$ cat src/sv/mpq_pkg.sv
// Shared types and constants for the linear-scan max priority queue.
// No dependencies; imported by every module of the block.
`default_nettype none

package mpq_pkg;

   localparam int DEPTH = 1024;
   localparam int IDX_W = $clog2(DEPTH);
   localparam int CNT_W = $clog2(DEPTH + 1);
   localparam int VAL_W = 32;
   localparam int STATUS_W = 2;

   localparam logic OP_INSERT = 1'b0;
   localparam logic OP_REMOVE = 1'b1;

   typedef enum logic [STATUS_W-1:0] {
      STATUS_OK    = 2'd0,
      STATUS_EMPTY = 2'd1,
      STATUS_FULL  = 2'd2
   } status_type;

   typedef enum logic [1:0] {
      S_IDLE,
      S_SCAN,
      S_WRITE
   } state_type;

   // Control from the sequencer to the shared compare unit.
   typedef struct packed {
      logic             load;
      logic             enable;
      logic [IDX_W-1:0] idx;
   } scan_ctrl_type;

endpackage

`default_nettype wire

$ cat src/sv/mpq_max_unit.sv
// Shared signed compare unit that tracks the largest entry seen during a scan.
// Depends on mpq_pkg.
`default_nettype none

module mpq_max_unit (
   input  wire logic                           clock,
   input  wire mpq_pkg::scan_ctrl_type         ctrl,
   input  wire logic      [mpq_pkg::VAL_W-1:0] data,
   output logic           [mpq_pkg::VAL_W-1:0] best_val,
   output logic           [mpq_pkg::IDX_W-1:0] best_idx
);
   import mpq_pkg::*;

   logic [VAL_W-1:0] best_val_ff;
   logic [IDX_W-1:0] best_idx_ff;

   // A strict greater-than keeps the lowest index on ties.
   always_ff @(posedge clock) begin
      if (ctrl.load) begin
         best_val_ff <= data;
         best_idx_ff <= ctrl.idx;
      end else if (ctrl.enable && ($signed(data) > $signed(best_val_ff))) begin
         best_val_ff <= data;
         best_idx_ff <= ctrl.idx;
      end
   end

   assign best_val = best_val_ff;
   assign best_idx = best_idx_ff;

endmodule

`default_nettype wire
$ cat config.mk
export PLATFORM = sky130hd
export DESIGN_NAME = mpq_max_unit
export DESIGN_NICKNAME = d
export VERILOG_FILES = /design/src/sv/mpq_pkg.sv /design/src/sv/mpq_max_unit.sv
export SDC_FILE = /design/constraint.sdc
export NUM_CORES = 1
export LEC_CHECK = 0
export BUFFER_PORTS_ARGS = -buffer_cell sky130_fd_sc_hd__buf_2
export CAP_MARGIN = 15
export CORE_UTILIZATION = 48
export CTS_CLUSTER_SIZE = 28
export DETAILED_ROUTE_END_ITERATION = 12
export GPL_ROUTABILITY_DRIVEN = 0
export PLACE_DENSITY = 0.79
export REMOVE_ABC_BUFFERS = 1
export SYNTH_ARGS = -nofsm -noshare
export SYNTH_HDL_FRONTEND = slang
export SYNTH_SLANG_ARGS = --single-unit
$ cat constraint.sdc
create_clock -name clock -period 4.5 [get_ports clock]
set_input_delay 0.225 -clock clock [delete_from_list [all_inputs] [get_ports clock]]
set_output_delay 0.225 -clock clock [all_outputs]
set_load 0.03 [all_outputs]
* Yosys cells after proc, flatten, opt, wreduce, memory -nomap -nowiden
Index checks and enable logic that the tools add are counted.
** Storage, ports and cells
- Bits in registers :: 42
- Input port bits :: 45
- Logic and storage cells :: 9
** Cells by class
- Magnitude comparators :: 1
- Muxes and demuxes :: 4
- Reduce and logical (&&, ||, !) cells :: 2
** Operator list (number)
- 32-bit two-way mux :: 2
- 32-bit > comparator :: 1
- 10-bit two-way mux :: 2
- 2-bit nonzero test :: 1
- 1-bit logical AND :: 1

* Depth between registers and ports, before layout
- Depth in word-level cells :: 4
- Gate-level depth with buffers :: 7
- Depth with buffers taken out :: 7

* Least setup slack after synthesis
Ideal clock, no wire load.
- Path kind :: flip-flop to flip-flop
- Start point :: register best_val_ff[14], in the netlist best_val[14]
- End point :: register best_idx_ff[0], in the netlist best_idx[0], enable pin
- Arrival time :: 2.891 ns
- Data required time :: 3.756 ns
- Path slack :: 0.865 ns
- Cell stages (with the launch flop) :: 8
- Buffers on the path :: 0
- Cell sequence :: edfxtp_1 inv_1 ha_1 a21oi_1 nand2_1 a221o_1 o311ai_1 nand4b_1
** On the way
- Longest elaborated chain between the ends :: 3
** Ends and longest elaborated chain
- start: declaration :: line mpq_max_unit.sv:14 : logic [VAL_W-1:0] best_val_ff;
- start signal: assignment :: line mpq_max_unit.sv:20 : best_val_ff <= data;
- start signal: assignment :: line mpq_max_unit.sv:23 : best_val_ff <= data;
- 32-bit > comparator :: line mpq_max_unit.sv:22 : end else if (ctrl.enable && ($signed(data) > $signed(best_val_ff))) begin
- 1-bit logical AND :: line mpq_max_unit.sv:22
- 2-bit nonzero test (no line)
- end signal: assignment :: line mpq_max_unit.sv:21 : best_idx_ff <= ctrl.idx;
- end signal: assignment :: line mpq_max_unit.sv:24 : best_idx_ff <= ctrl.idx;
- end: declaration :: line mpq_max_unit.sv:15 : logic [IDX_W-1:0] best_idx_ff;
No other way between the ends.
A chain may end at the register's enable or synchronous reset.

* Worst setup path after layout
- Start point :: register best_val_ff[19], in the netlist best_val[19]
- End point :: register best_val_ff[14], in the netlist best_val[14], enable pin
** On the way
- Longest elaborated chain between the ends :: 3
** Ends and longest elaborated chain (line)
- 32-bit > comparator :: mpq_max_unit.sv:22
- 1-bit logical AND :: mpq_max_unit.sv:22
- 2-bit nonzero test (no line)
No other way between the ends.

==> impl_summary.log <==
INFO  metric worstSetupEndpointType = flip-flop
INFO  metric max_slew.worst_pin.slew = between 400 and 500 ps
INFO  metric cts-buffers-inserted = 5
INFO  metric cp_slowest_cell = sky130_fd_sc_hd__buf_4
INFO  metric pin_count_of_the_biggest_net_entering_global_routing = 35
INFO  metric globalRouteOverflowTotal = 0
INFO  metric period_share = 61.04%
INFO  metric post_cts_buffers = 0
INFO  metric worst_ir_drop_vdd = 0.2716 mV
INFO  metric via_count = 1554
INFO  metric worst_max_slew_margin_expressed_relative_to_the_limit = 71.01%
INFO  metric crit_path_start = best_val[19]
INFO  metric fp.dieArea = approximately 0.0047 mm²
INFO  metric seq_total_area_yosys = between 50% and 60%
INFO  metric grt_pass1_vias = 1503
INFO  metric worst_path_largest_cell_delay = 470 ps
INFO  metric finalCoreUtilization = 66.49%
INFO  metric path_max_fanout = 34
INFO  metric cts_hold_buf = 0
INFO  metric synth.mux.area_fraction = 0%
INFO  metric netlist_top_cells_area = sky130_fd_sc_hd__edfxtp_1 (59%), sky130_fd_sc_hd__ha_1 (19%), sky130_fd_sc_hd__inv_1 (5.9%), sky130_fd_sc_hd__a21oi_1 (3.5%), sky130_fd_sc_hd__nand4_1 (2.0%)
INFO  metric hold_path.startpoint = ctrl[3]
INFO  metric synth.largest_area_cell = sky130_fd_sc_hd__edfxtp_1
INFO  metric tns = 0 ps
INFO  metric clk_pin_slew_worst_paths = 80 ps
INFO  metric die_w = slightly below 70 µm
INFO  metric timing.rr.start = best_val[19]
INFO  metric final_net_count = 332
INFO  metric initial_antenna_violation_count = 0
INFO  metric place.port_buffers = 86
INFO  metric grt_setup_unrepaired = false
INFO  metric place.detailed.hpwl = 3.318 mm
INFO  metric placement_rows = 23
INFO  metric total_leakage_power = around 1.3 nW
INFO  metric maxCapViolations = 0
INFO  metric area_growth = 28.25%
INFO  metric power.density_cell_area = 375.5 mW/mm²
INFO  metric drcViolationCount = 0
INFO  metric route.final.wire_length = just over 4 mm
INFO  metric cts_root_buf = sky130_fd_sc_hd__clkbuf_8
INFO  metric ys_seq_elements = 42
INFO  metric crit_arrival = around 2700 ps
INFO  metric num_antenna_cells = 0
INFO  metric holdCritPathClass = input pin to flip-flop
INFO  metric post-place-cells = between 200 and 300
INFO  metric post_synth_fa_ha_maj_area_fraction = between 10% and 20%
INFO  metric fin_crit = around 2700 ps
INFO  metric initial_core_util = 51.84%
INFO  metric critical_path_class = flip-flop to flip-flop
INFO  metric drt-vias-per-instance = around 5
INFO  metric placeableCoreArea = ~0.0041 mm²
INFO  metric synthesis.area_per_instance = 13.34 µm²
INFO  metric cts_tree = built
INFO  metric critPathTopFamily = compound AO/OA/AOI/OAI gates
INFO  metric final_max_slew_viol_count = 0
INFO  metric synth_xor_xnor_area_share = 0%
INFO  metric most-common-layout-cells = sky130_fd_sc_hd__buf_2 (86), sky130_fd_sc_hd__edfxtp_1 (42), sky130_fd_sc_hd__inv_1 (34)
INFO  metric warnings_synthesis = 0
INFO  metric drt_pre_antenna_iters = 6
INFO  metric largest_family_of_logic_cells_by_synthesized_area = adder cells
INFO  metric cts_num_sinks = 42
INFO  metric proportion_of_netlist_area_held_by_the_largest_area_contributor = between 50% and 60%
INFO  metric clock_insertion_delay_worst_skew = 290 ps
INFO  metric globalRouteTotalUtil = 18.70%
INFO  metric setup_viol = 0
INFO  metric synth-compound-area-share = 8.387%
INFO  metric post_route_cells_drive_above_1_share = 38.28%
INFO  metric i_o_pins = between 80 and 90
INFO  metric post_drt_wl_per_cell = 13.21 µm
INFO  metric crit_path_start_kind = flip-flop
INFO  metric critPathRequiredTime = ~4400 ps
INFO  metric clockBufferDepth = 2
INFO  metric h-tree-depth = 2
INFO  metric final-instance-count-excl-fill = roughly 310
INFO  metric cts_repair_resize_count = 0
INFO  metric synth_simple_gate_area_share = 8.328%
INFO  metric run_status = finished clean
INFO  metric layout_commonest_cell = sky130_fd_sc_hd__buf_2
INFO  metric drtIter0Drc = 80
INFO  metric timing.final.hold_violations = 0
INFO  metric synth_cells = ~160
INFO  metric max_clock_freq = ~360 MHz
INFO  metric chipHeight = 68.90 µm
INFO  metric synth_cell_types = 26
INFO  metric wp_buf_inv = 2
INFO  metric grt_first_pass_wirelength = 6.327 mm
INFO  metric drtAntennaViolNets = 0
INFO  metric finalClockSkew = around 8.9 ps
INFO  metric crit_path_cell_trace = inv_1 > ha_1 > a21oi_1 > o21ai_0 > a211oi_1 > nand4_1 > nand4b_1 > buf_4
INFO  metric post_synth_instance_area = 0.002148 mm²
synth_stat cells (all sizes together):
master	number
a221o	1
nor2b	1
a21bo	1
o211ai	1
a21o	1
nor4	3
ha	32
edfxtp	42
nand4b	1
nor2	2
a211oi	2
o21a	1
a2111oi	1
a21oi	15
inv	34
nor3	1
o21ai	3
o311ai	1
nand2	5
a2bb2oi	1
nand3	3
nand4	9
sequential cells by signal (all words and copies together), names as in the netlist:
| register | count |
|---|---|
| best_idx | 10 |
| best_val | 32 |
report_power, final:
| group | switching, mW | internal, mW | leakage, nW | total, mW |
|---|---|---|---|---|
| sequential | 0.0154 | 0.478 | 0.419 | 0.494 |
| combinational | 0.169 | 0.0839 | 0.873 | 0.253 |
| clock | 0.122 | 0.166 | 0.0524 | 0.288 |
routing by layer:
layer	up-vias	wire, µm	track usage (%)
met5	-	0	0
met4	0	60	7.653
met3	7	359	6.579
met2	65	1809	28.76
met1	697	1813	23.91
li1	785	-	-
path summary, 6_finish.rpt:
path	cells after the start	to	slack, ps
max reg2reg	8	best_val[14]	1750
max	8	best_val[14]	1750
min	1	best_idx[3]	100
min reg2reg	5	best_val[23]	1330
cell type report:
| cell class | count | area (µm²) |
|---|---|---|
| fill | 328 | 1389 |
| sequential | 42 | 1261 |
| multi-input combinational | 85 | 759.5 |
| timing repair buffer | 87 | 437.9 |
| inverter | 34 | 127.6 |
| clock buffer | 7 | 76.32 |
| tap | 50 | 62.56 |
| clock inverter | 1 | 30.03 |
cells by family after synthesis:
logic type               count (synthesis)
AO/OA/AOI/OAI                           28
adder cells (fa/ha/maj)                 32
buffers and inverters                   34
flip-flops                              42
AND/OR/NAND/NOR                         25
through the flow:
stage	setup WS (ps)	instance area (µm²)	hold WS, ps	total power, mW
3_5_place_dp	1753	2649	403.1	0.7572
6_report	1753	2755	103.3	1.035
5_1_grt	1536	2755	89.58	1.084
3_3_place_gp	1824	2649	401.3	0.7508
2_1_floorplan	865.2	2148	323.9	0.6744
4_1_cts	1744	2755	92.84	1.046
(Power assumes the default switching activity.)
